## config.mk

```make
export PLATFORM = sky130hd
export DESIGN_NAME = multi_stop_color_gradient_unit
export DESIGN_NICKNAME = d
export VERILOG_FILES = /design/src/rtl/mscg_pkg.sv /design/src/rtl/mscg_stop_mem.sv /design/src/rtl/mscg_blend.sv /design/src/rtl/multi_stop_color_gradient_unit.sv
export SDC_FILE = /design/constraint.sdc
export NUM_CORES = 2
export LEC_CHECK = 0
export BUFFER_PORTS_ARGS = -buffer_cell sky130_fd_sc_hd__buf_2
export CORE_MARGIN = 4
export CORE_UTILIZATION = 30
export CTS_BUF_LIST = sky130_fd_sc_hd__clkbuf_8
export CTS_CLUSTER_DIAMETER = 200
export CTS_CLUSTER_SIZE = 16
export DETAILED_ROUTE_END_ITERATION = 7
export GPL_TIMING_DRIVEN = 0
export HOLD_SLACK_MARGIN = 0.06
export PLACE_DENSITY = 0.55
export SLEW_MARGIN = 10
export SYNTH_ARGS = -nofsm -noshare
export SYNTH_HDL_FRONTEND = slang
export SYNTH_SLANG_ARGS = --single-unit
```

## constraint.sdc

```tcl
create_clock -name clk_i -period 17.8 [get_ports clk_i]
set_input_delay 0 -clock clk_i [delete_from_list [all_inputs] [get_ports clk_i]]
set_output_delay 0 -clock clk_i [all_outputs]
set_load 0.1 [all_outputs]
```

## src/rtl/mscg_pkg.sv

```systemverilog
// Shared types and constants for the multi-stop colour gradient unit.
// No dependencies; imported by the blend unit and the top level.
`default_nettype none

package mscg_pkg;

  localparam int         CNT_W     = 4;
  localparam logic [3:0] CNT_RESET = 4'd2;
  localparam logic [7:0] ALPHA_FULL = 8'hFF;

  // red in the lowest byte, alpha in the highest
  typedef struct packed {
    logic [7:0] a;
    logic [7:0] b;
    logic [7:0] g;
    logic [7:0] r;
  } rgba_t;

  typedef enum logic [2:0] {
    ST_IDLE,
    ST_FIRST,
    ST_LOAD,
    ST_SCAN,
    ST_BLEND,
    ST_EMIT
  } seq_st_e;

  typedef enum logic [2:0] {
    BL_IDLE,
    BL_MUL,
    BL_ADJ,
    BL_DIV,
    BL_DONE
  } blend_st_e;

endpackage

`default_nettype wire

```

## src/rtl/mscg_stop_mem.sv

```systemverilog
// Stop table: one write port, one read port, registered read data.
// Generic storage; no dependency on the package.
`default_nettype none

module mscg_stop_mem #(
  parameter int DEPTH = 8,
  parameter int WIDTH = 48,
  parameter int AW    = $clog2(DEPTH)
) (
  input  wire logic             clk_i,
  input  wire logic             we_i,
  input  wire logic [AW-1:0]    waddr_i,
  input  wire logic [WIDTH-1:0] wdata_i,
  input  wire logic             re_i,
  input  wire logic [AW-1:0]    raddr_i,
  output logic      [WIDTH-1:0] rdata_o
);

  logic [WIDTH-1:0] mem [DEPTH];

  always_ff @(posedge clk_i) begin
    if (we_i) begin
      mem[waddr_i] <= wdata_i;
    end
  end

  always_ff @(posedge clk_i) begin
    if (re_i) begin
      rdata_o <= mem[raddr_i];
    end
  end

endmodule

`default_nettype wire

```

## src/rtl/mscg_blend.sv

```systemverilog
// Four-lane interpolator: left + floor((right - left) * off / span) per channel; alpha is forced to full
// unless inc_alpha_i is set. One multiply stage, a bias add, then eight restoring division steps. Uses mscg_pkg.
`default_nettype none

module mscg_blend #(
  parameter int LB = 16
) (
  input  wire logic          clk_i,
  input  wire logic          rst_ni,
  input  wire logic          start_i,
  input  mscg_pkg::rgba_t    lcol_i,
  input  mscg_pkg::rgba_t    rcol_i,
  input  wire logic [LB-1:0] off_i,
  input  wire logic [LB-1:0] span_i,
  input  wire logic          inc_alpha_i,
  output logic               done_o,
  output mscg_pkg::rgba_t    col_o
);

  import mscg_pkg::*;

  localparam int PW = LB + 8;

  blend_st_e state_q, state_d;

  logic [3:0][7:0] lc, rc, res;
  logic [7:0]      l_q    [4];
  logic [7:0]      d_q    [4];
  logic            neg_q  [4];
  logic [PW-1:0]   prod_q [4];
  logic [PW-1:0]   rem_q  [4];
  logic [7:0]      quo_q  [4];
  logic [LB-1:0]   off_q, span_q;
  logic [PW-1:0]   dv_q;
  logic [2:0]      step_q;
  logic            inc_q;

  assign lc = lcol_i;
  assign rc = rcol_i;

  always_comb begin
    state_d = state_q;
    unique case (state_q)
      BL_IDLE: if (start_i) state_d = BL_MUL;
      BL_MUL:  state_d = BL_ADJ;
      BL_ADJ:  state_d = BL_DIV;
      BL_DIV:  if (step_q == 3'd7) state_d = BL_DONE;
      BL_DONE: state_d = BL_IDLE;
      default: state_d = BL_IDLE;
    endcase
  end

  always_comb begin
    done_o = (state_q == BL_DONE);
  end

  always_ff @(posedge clk_i or negedge rst_ni) begin
    if (!rst_ni) begin
      state_q <= BL_IDLE;
    end else begin
      state_q <= state_d;
    end
  end

  always_ff @(posedge clk_i) begin
    unique case (state_q)
      BL_IDLE: begin
        if (start_i) begin
          for (int c = 0; c < 4; c++) begin
            l_q[c]   <= lc[c];
            neg_q[c] <= rc[c] < lc[c];
            d_q[c]   <= (rc[c] < lc[c]) ? lc[c] - rc[c] : rc[c] - lc[c];
          end
          off_q  <= off_i;
          span_q <= span_i;
          inc_q  <= inc_alpha_i;
        end
      end
      BL_MUL: begin
        for (int c = 0; c < 4; c++) begin
          prod_q[c] <= PW'(d_q[c]) * PW'(off_q);
        end
      end
      BL_ADJ: begin
        // bias turns the floor into a ceiling on falling channels
        for (int c = 0; c < 4; c++) begin
          rem_q[c] <= prod_q[c] + (neg_q[c] ? PW'(span_q) - PW'(1) : PW'(0));
          quo_q[c] <= '0;
        end
        dv_q   <= PW'(span_q) << 7;
        step_q <= '0;
      end
      BL_DIV: begin
        for (int c = 0; c < 4; c++) begin
          if (rem_q[c] >= dv_q) begin
            rem_q[c] <= rem_q[c] - dv_q;
            quo_q[c] <= {quo_q[c][6:0], 1'b1};
          end else begin
            quo_q[c] <= {quo_q[c][6:0], 1'b0};
          end
        end
        dv_q   <= dv_q >> 1;
        step_q <= step_q + 3'd1;
      end
      BL_DONE: ;
      default: ;
    endcase
  end

  always_comb begin
    for (int c = 0; c < 4; c++) begin
      res[c] = neg_q[c] ? l_q[c] - quo_q[c] : l_q[c] + quo_q[c];
    end
    if (!inc_q) begin
      res[3] = ALPHA_FULL;
    end
    col_o = rgba_t'(res);
  end

endmodule

`default_nettype wire

```

## src/rtl/multi_stop_color_gradient_unit.sv

```systemverilog
// Multi-stop RGBA gradient: stop table writes and colour queries on one stream.
// Depends on mscg_pkg, mscg_stop_mem and mscg_blend.
//
//  channel  | dir | beat carries
//  s_axis   | in  | tuser: mode; tdata: stop_index, location, r, g, b, a, include_alpha
//  m_axis   | out | tuser: segment_found; tdata: r, g, b, a
//  cfg      | in  | stop_count, written on cfg_we_i
//
// A write beat gives no result.
// A query is answered directly at either end of the range or with a single stop; otherwise
// the stop memory is scanned one entry per cycle until a stop matches or brackets the
// location or the last stop is reached, and a bracketed pair is interpolated by the 8-step divider.
// Reset clears control and sets stop_count to 2; the stop table is not cleared.
// A new beat is taken while the previous result waits on m_axis; a result stalls in
// its last cycle until the output register is free.
`default_nettype none

module multi_stop_color_gradient_unit #(
  parameter int MAX_STOPS     = 8,
  parameter int LOCATION_BITS = 16,
  localparam int InW = ((LOCATION_BITS + 36 + 7) / 8) * 8
) (
  input  wire logic            clk_i,
  input  wire logic            rst_ni,
  input  wire logic            s_axis_tvalid,
  output logic                 s_axis_tready,
  // stop_index, location, red_in, green_in, blue_in, alpha_in, include_alpha
  input  wire logic [InW-1:0]  s_axis_tdata,
  // mode
  input  wire logic [0:0]      s_axis_tuser,
  output logic                 m_axis_tvalid,
  input  wire logic            m_axis_tready,
  // red_out, green_out, blue_out, alpha_out
  output logic      [31:0]     m_axis_tdata,
  // segment_found
  output logic      [0:0]      m_axis_tuser,
  input  wire logic            cfg_we_i,
  input  wire logic [mscg_pkg::CNT_W-1:0] cfg_wdata_i
);

  import mscg_pkg::*;

  localparam int LB = LOCATION_BITS;
  localparam int IW = $clog2(MAX_STOPS);
  localparam int MW = LB + 32;
  localparam logic [LB-1:0] LocMax = {LB{1'b1}};

  seq_st_e state_q, state_d;

  logic [CNT_W-1:0] cnt_q;
  logic [LB-1:0]    loc_q, prev_loc_q;
  logic             inc_q, direct_q, two_q;
  logic [IW-1:0]    last_q, idx_q, last_c;
  rgba_t            prev_col_q, res_col_q, out_col_q;
  logic             res_found_q, out_found_q, out_valid_q;

  logic             in_acc, in_mode, in_inc;
  logic [2:0]       in_idx;
  logic [LB-1:0]    in_loc;
  rgba_t            in_col;

  logic             mem_we, mem_re;
  logic [IW-1:0]    mem_raddr;
  logic [MW-1:0]    mem_rdata;
  logic [LB-1:0]    rd_loc;
  rgba_t            rd_col;

  logic             hit_c, brk_c, end_c, blend_start, blend_done, out_free;
  logic [LB-1:0]    cl_loc, off_c, span_c;
  rgba_t            blend_col;

  assign in_mode = s_axis_tuser[0];
  assign in_idx  = s_axis_tdata[2:0];
  assign in_loc  = s_axis_tdata[LB+2:3];
  assign in_col  = rgba_t'(s_axis_tdata[LB+34:LB+3]);
  assign in_inc  = s_axis_tdata[LB+35];

  assign s_axis_tready = (state_q == ST_IDLE);
  assign in_acc        = s_axis_tvalid && s_axis_tready;
  assign mem_we        = in_acc && !in_mode && (32'(in_idx) < MAX_STOPS);

  always_comb begin
    if (cnt_q == '0) begin
      last_c = '0;
    end else if (32'(cnt_q) > MAX_STOPS) begin
      last_c = IW'(MAX_STOPS - 1);
    end else begin
      last_c = IW'(cnt_q - CNT_W'(1));
    end
  end

  mscg_stop_mem #(
    .DEPTH (MAX_STOPS),
    .WIDTH (MW)
  ) u_mem (
    .clk_i   (clk_i),
    .we_i    (mem_we),
    .waddr_i (IW'(in_idx)),
    .wdata_i ({in_loc, in_col}),
    .re_i    (mem_re),
    .raddr_i (mem_raddr),
    .rdata_o (mem_rdata)
  );

  assign rd_loc = mem_rdata[MW-1:32];
  assign rd_col = rgba_t'(mem_rdata[31:0]);

  assign hit_c = !two_q && (rd_loc == loc_q);
  assign brk_c = two_q ? (rd_loc > prev_loc_q)
                       : ((prev_loc_q < loc_q) && (loc_q < rd_loc));
  assign end_c = (idx_q == last_q);

  // saturate to the segment before taking the offset
  always_comb begin
    if (loc_q < prev_loc_q) begin
      cl_loc = prev_loc_q;
    end else if (loc_q > rd_loc) begin
      cl_loc = rd_loc;
    end else begin
      cl_loc = loc_q;
    end
    off_c  = cl_loc - prev_loc_q;
    span_c = rd_loc - prev_loc_q;
  end

  mscg_blend #(
    .LB (LB)
  ) u_blend (
    .clk_i       (clk_i),
    .rst_ni      (rst_ni),
    .start_i     (blend_start),
    .lcol_i      (prev_col_q),
    .rcol_i      (rd_col),
    .off_i       (off_c),
    .span_i      (span_c),
    .inc_alpha_i (inc_q),
    .done_o      (blend_done),
    .col_o       (blend_col)
  );

  assign out_free = !out_valid_q || m_axis_tready;

  always_comb begin
    state_d = state_q;
    unique case (state_q)
      ST_IDLE:  if (in_acc && in_mode) state_d = ST_FIRST;
      ST_FIRST: state_d = ST_LOAD;
      ST_LOAD:  state_d = direct_q ? ST_EMIT : ST_SCAN;
      ST_SCAN: begin
        priority if (hit_c) state_d = ST_EMIT;
        else if (brk_c)     state_d = ST_BLEND;
        else if (end_c)     state_d = ST_EMIT;
        else                state_d = ST_SCAN;
      end
      ST_BLEND: if (blend_done) state_d = ST_EMIT;
      ST_EMIT:  if (out_free) state_d = ST_IDLE;
      default:  state_d = ST_IDLE;
    endcase
  end

  always_comb begin
    mem_re      = 1'b0;
    mem_raddr   = '0;
    blend_start = 1'b0;
    unique case (state_q)
      ST_FIRST: begin
        mem_re    = 1'b1;
        mem_raddr = (loc_q == LocMax) ? last_q : '0;
      end
      ST_LOAD: begin
        mem_re    = !direct_q;
        mem_raddr = IW'(1);
      end
      ST_SCAN: begin
        mem_re      = !hit_c && !brk_c && !end_c;
        mem_raddr   = idx_q + IW'(1);
        blend_start = !hit_c && brk_c;
      end
      default: ;
    endcase
  end

  always_ff @(posedge clk_i or negedge rst_ni) begin
    if (!rst_ni) begin
      state_q     <= ST_IDLE;
      cnt_q       <= CNT_RESET;
      out_valid_q <= 1'b0;
    end else begin
      state_q <= state_d;
      if (cfg_we_i) begin
        cnt_q <= cfg_wdata_i;
      end
      if (state_q == ST_EMIT && out_free) begin
        out_valid_q <= 1'b1;
      end else if (m_axis_tready) begin
        out_valid_q <= 1'b0;
      end
    end
  end

  always_ff @(posedge clk_i) begin
    if (in_acc && in_mode) begin
      loc_q    <= in_loc;
      inc_q    <= in_inc;
      last_q   <= last_c;
      two_q    <= (last_c == IW'(1));
      direct_q <= (last_c == '0) || (in_loc == '0) || (in_loc == LocMax);
    end
    unique case (state_q)
      ST_LOAD: begin
        if (direct_q) begin
          res_col_q   <= rd_col;
          res_found_q <= 1'b1;
        end else begin
          prev_loc_q <= rd_loc;
          prev_col_q <= rd_col;
          idx_q      <= IW'(1);
        end
      end
      ST_SCAN: begin
        priority if (hit_c) begin
          res_col_q   <= rd_col;
          res_found_q <= 1'b1;
        end else if (brk_c) begin
          res_found_q <= 1'b1;
        end else if (end_c) begin
          res_col_q   <= '0;
          res_found_q <= 1'b0;
        end else begin
          prev_loc_q <= rd_loc;
          prev_col_q <= rd_col;
          idx_q      <= idx_q + IW'(1);
        end
      end
      ST_BLEND: begin
        if (blend_done) begin
          res_col_q <= blend_col;
        end
      end
      ST_EMIT: begin
        if (out_free) begin
          out_col_q   <= res_col_q;
          out_found_q <= res_found_q;
        end
      end
      default: ;
    endcase
  end

  assign m_axis_tvalid = out_valid_q;
  assign m_axis_tdata  = out_col_q;
  assign m_axis_tuser  = out_found_q;

  a_done_in_blend: assert property (@(posedge clk_i) disable iff (!rst_ni)
    blend_done |-> state_q == ST_BLEND)
    else $error("blend result outside the blend wait");

  a_out_from_emit: assert property (@(posedge clk_i) disable iff (!rst_ni)
    $rose(m_axis_tvalid) |-> $past(state_q) == ST_EMIT)
    else $error("result beat raised outside the emit step");

  a_zero_when_missed: assert property (@(posedge clk_i) disable iff (!rst_ni)
    (m_axis_tvalid && !m_axis_tuser[0]) |-> m_axis_tdata == '0)
    else $error("colour not zero on a missed segment");

  a_scan_bound: assert property (@(posedge clk_i) disable iff (!rst_ni)
    state_q == ST_SCAN |-> idx_q <= last_q)
    else $error("scan index past the last stop");

endmodule

`default_nettype wire
```

==> results.cfg <==
[critical_path]
path_buf_inv = 3
crit_fanout = 10
critPathKind = reg2reg
worstPathRequired_ns = 18.39
crit_chain = clkbuf_1, and2_1, fa_1, fa_1, fa_1, inv_1, fa_1, inv_1, ha_1, a21o_1, a21o_1, nor3_1, a211oi_1, or3_1, o311ai_1, a21oi_1, nor2_1, a21oi_1, xnor2_1
worstSetupStartpointType = flip-flop
crit_path_end_kind = flip-flop
crit_slowest_cell = clkbuf_1
critPathTopFamily = adder cells
critPathMaxStageDelay_ns = 0.85
cp.arrival_ns = 7.09
crit_path_frequent_cell = fa_1

[layout]
post_route_cells_drive_above_1_share = 0.0569
nFillCells = 21982
final_cell_count_no_fill = 9436
syn_to_final_growth_pct = 10.8
nets = 7492
post-route-util = 0.335

[logic_synthesis]
yosys_register_bits = 933
synthFlopType = edfxtp_1
yosysWarnings = 0
synth-edff-count = 922
netlist_area_mm2 = 0.0657
syn_area_per_cell_um2 = 10.6
synth_cell_types = 103
synthCells = 6211
async_reset_ff_frac = 0.0118
seq_area_frac_synth = 0.426
synth_nets = 7155

[placed_design]
dp_cells = 9212
gp_congestion = 0.893
io_buffers = 96
dp_slack_ns = 11.33
hpwl_mm = 145

[timing]
finClkSkew_ns = 0.0408
slew_violations = 0
clock.fmax_ghz = 0.154
relSlewSlack = 0.163
fin_ws_ns = 11.30
fin_crit_ns = 6.50
finalSetupTns_ns = 0
timing.final.crit_share = 0.365
setup_viol = 0
grt_setup_unrepaired = no
timing.final.hold_violations = 0
worstMarginPinSlew_ns = 1.26

[status]
status = finished, final reports clean

[drt]
ant_nets = 0
drtPass1Iterations = 6
wire_per_inst_um = 19.5
drc_errors = 0
vias_per_cell = 4.83
drt-total-wl_mm = 184
vias = 45593
drtIter0Drc = 3069

[floorplan]
design.die.area_mm2 = 0.226
rows = 171
io_pins = 101
initial_core_util = 0.302
fp.dieH_um = 476
core_area_mm2 = 0.217
die_w_um = 476

[global_routing]
grt-ovfl-total = 0
grt_pass1_wl_mm = 281
grt_max_degree = 52
grt_antenna_before_repair = 10
first_global_vias = 46476
track_usage = 0.161

[cts]
tritoncts = yes
cts_buffer_depth = 3
clk_latency_ns = 0.81
holdBufCountCts = 120
cts-htree-levels = 3
clk_pin_slew_worst_paths_ns = 0.12
cts-resized-gates = 0
cts_sinks = 933
cts_buffers = 68
clockRootBuffer = clkbuf_8
post_cts_buffers = 0

[pwr]
power_density_mw_per_mm2 = 140
vdd_drop_max_mv = 0.0900
p_leak_nw = 30.1

[run]
drv_cap = 0

[hold_path]
hold_path_class = in2reg
## report_power, final
part	total, mW	switching (mW)	internal (mW)
logic	5.57	3.47	2.10
clock network	1.09	0.733	0.359
registers	3.56	0.274	3.28
## path summary, 6_finish.rpt
| path | startpoint | to | slack (ns) | cells after the start |
|---|---|---|---|---|
| setup / recovery | u_blend.off_q[8] | u_blend.prod_q[1][23] | 11.30 | 19 |
| hold / removal | s_axis_tvalid | last_q[1] | 0.15 | 2 |
| setup reg to reg | u_blend.off_q[8] | u_blend.prod_q[1][23] | 11.30 | 19 |
| hold reg to reg | res_col_q[30] | m_axis_tdata[30] | 0.42 | 0 |
| max in group asynchronous | rst_ni | cnt_q[0] | 16.94 | 3 |
| min in group asynchronous | rst_ni | cnt_q[2] | 0.34 | 3 |
## placed cells by master, fill, tap and decap left out, types with 120 or more instances in the layout
cell type,count
a21oi_1,272
edfxtp_1,922
nand3_1,312
buf_2,143
ha_1,520
o21ai_0,241
and2_1,443
fa_1,358
nand2_1,726
clkbuf_1,153
nor2_1,212
xnor2_1,244
a21o_1,133
dlygate4sd3_1,120
inv_1,654
## cell families (layout without fill, tap and decap cells)
group / Yosys count / in the layout / share of synthesized area
simple gates: 2133 / 2133 / 0.161
compound gates: 999 / 999 / 0.0972
flops: 933 / 933 / 0.426
fa+ha+maj: 879 / 879 / 0.208
buf+inv: 848 / 1209 / 0.0498
xor+xnor: 350 / 350 / 0.0469
mux: 69 / 69 / 0.0107
other cells: 0 / 10 / 0
## Yosys cell counts, types with 38 or more instances
master,number,area share
edfxtp_1,922,0.42
nand2_1,727,0.042
inv_1,636,0.036
ha_1,520,0.099
and2_1,443,0.042
fa_1,358,0.11
nand3_1,312,0.024
a21oi_1,272,0.021
xnor2_1,244,0.033
o21ai_0,242,0.018
nor2_1,220,0.013
clkbuf_1,154,0.0088
a21o_1,133,0.015
nor2b_1,111,0.011
xor2_1,104,0.014
nor3_1,84,0.0064
nand2b_1,69,0.0066
mux2i_1,58,0.0088
a31oi_1,52,0.0050
o21a_1,50,0.0057
buf_2,45,0.0034
o21ai_1,42,0.0032
and3_1,38,0.0036
## metrics by stage
stage / instance area [um^2] / total power, mW / hold WS (ns)
after floorplan: 65700 / 7.53 / -0.296
after global placement: 69700 / 9.05 / -0.0634
after detailed placement: 70500 / 9.12 / -0.0560
after CTS: 72700 / 10.3 / 0.0604
after global routing: 72800 / 11.0 / 0.0791
final: 72800 / 10.2 / 0.153
## final cells by class
| type | count | area [um^2] | share of cell area |
|---|---|---|---|
| Inverter | 638 | 2390 | 0.0329 |
| Buffer | 210 | 880 | 0.0121 |
| Timing Repair Buffer | 267 | 2320 | 0.0319 |
| Clock inverter | 26 | 149 | 0.00205 |
| Clock buffer | 68 | 936 | 0.0129 |
| Antenna cell | 10 | 25.0 | 0.000344 |
| Tap cell | 2854 | 3570 | 0.0491 |
| Sequential cell | 933 | 28000 | 0.384 |
| Multi-Input combinational cell | 4430 | 34500 | 0.474 |
## registers in the layout (all words and copies together) (netlist names), 48 cells and up
signal,cells
u_blend.rem_q,96
u_blend.prod_q,96
u_mem.rdata_o,48
u_mem.mem,384
## per-layer routing
metal	part of all wire	GRT usage
met5	0	0
met4	0.037	0.0522
met3	0.044	0.0213
met2	0.47	0.274
met1	0.45	0.212
Note: power is estimated with default switching activity, not from simulation.
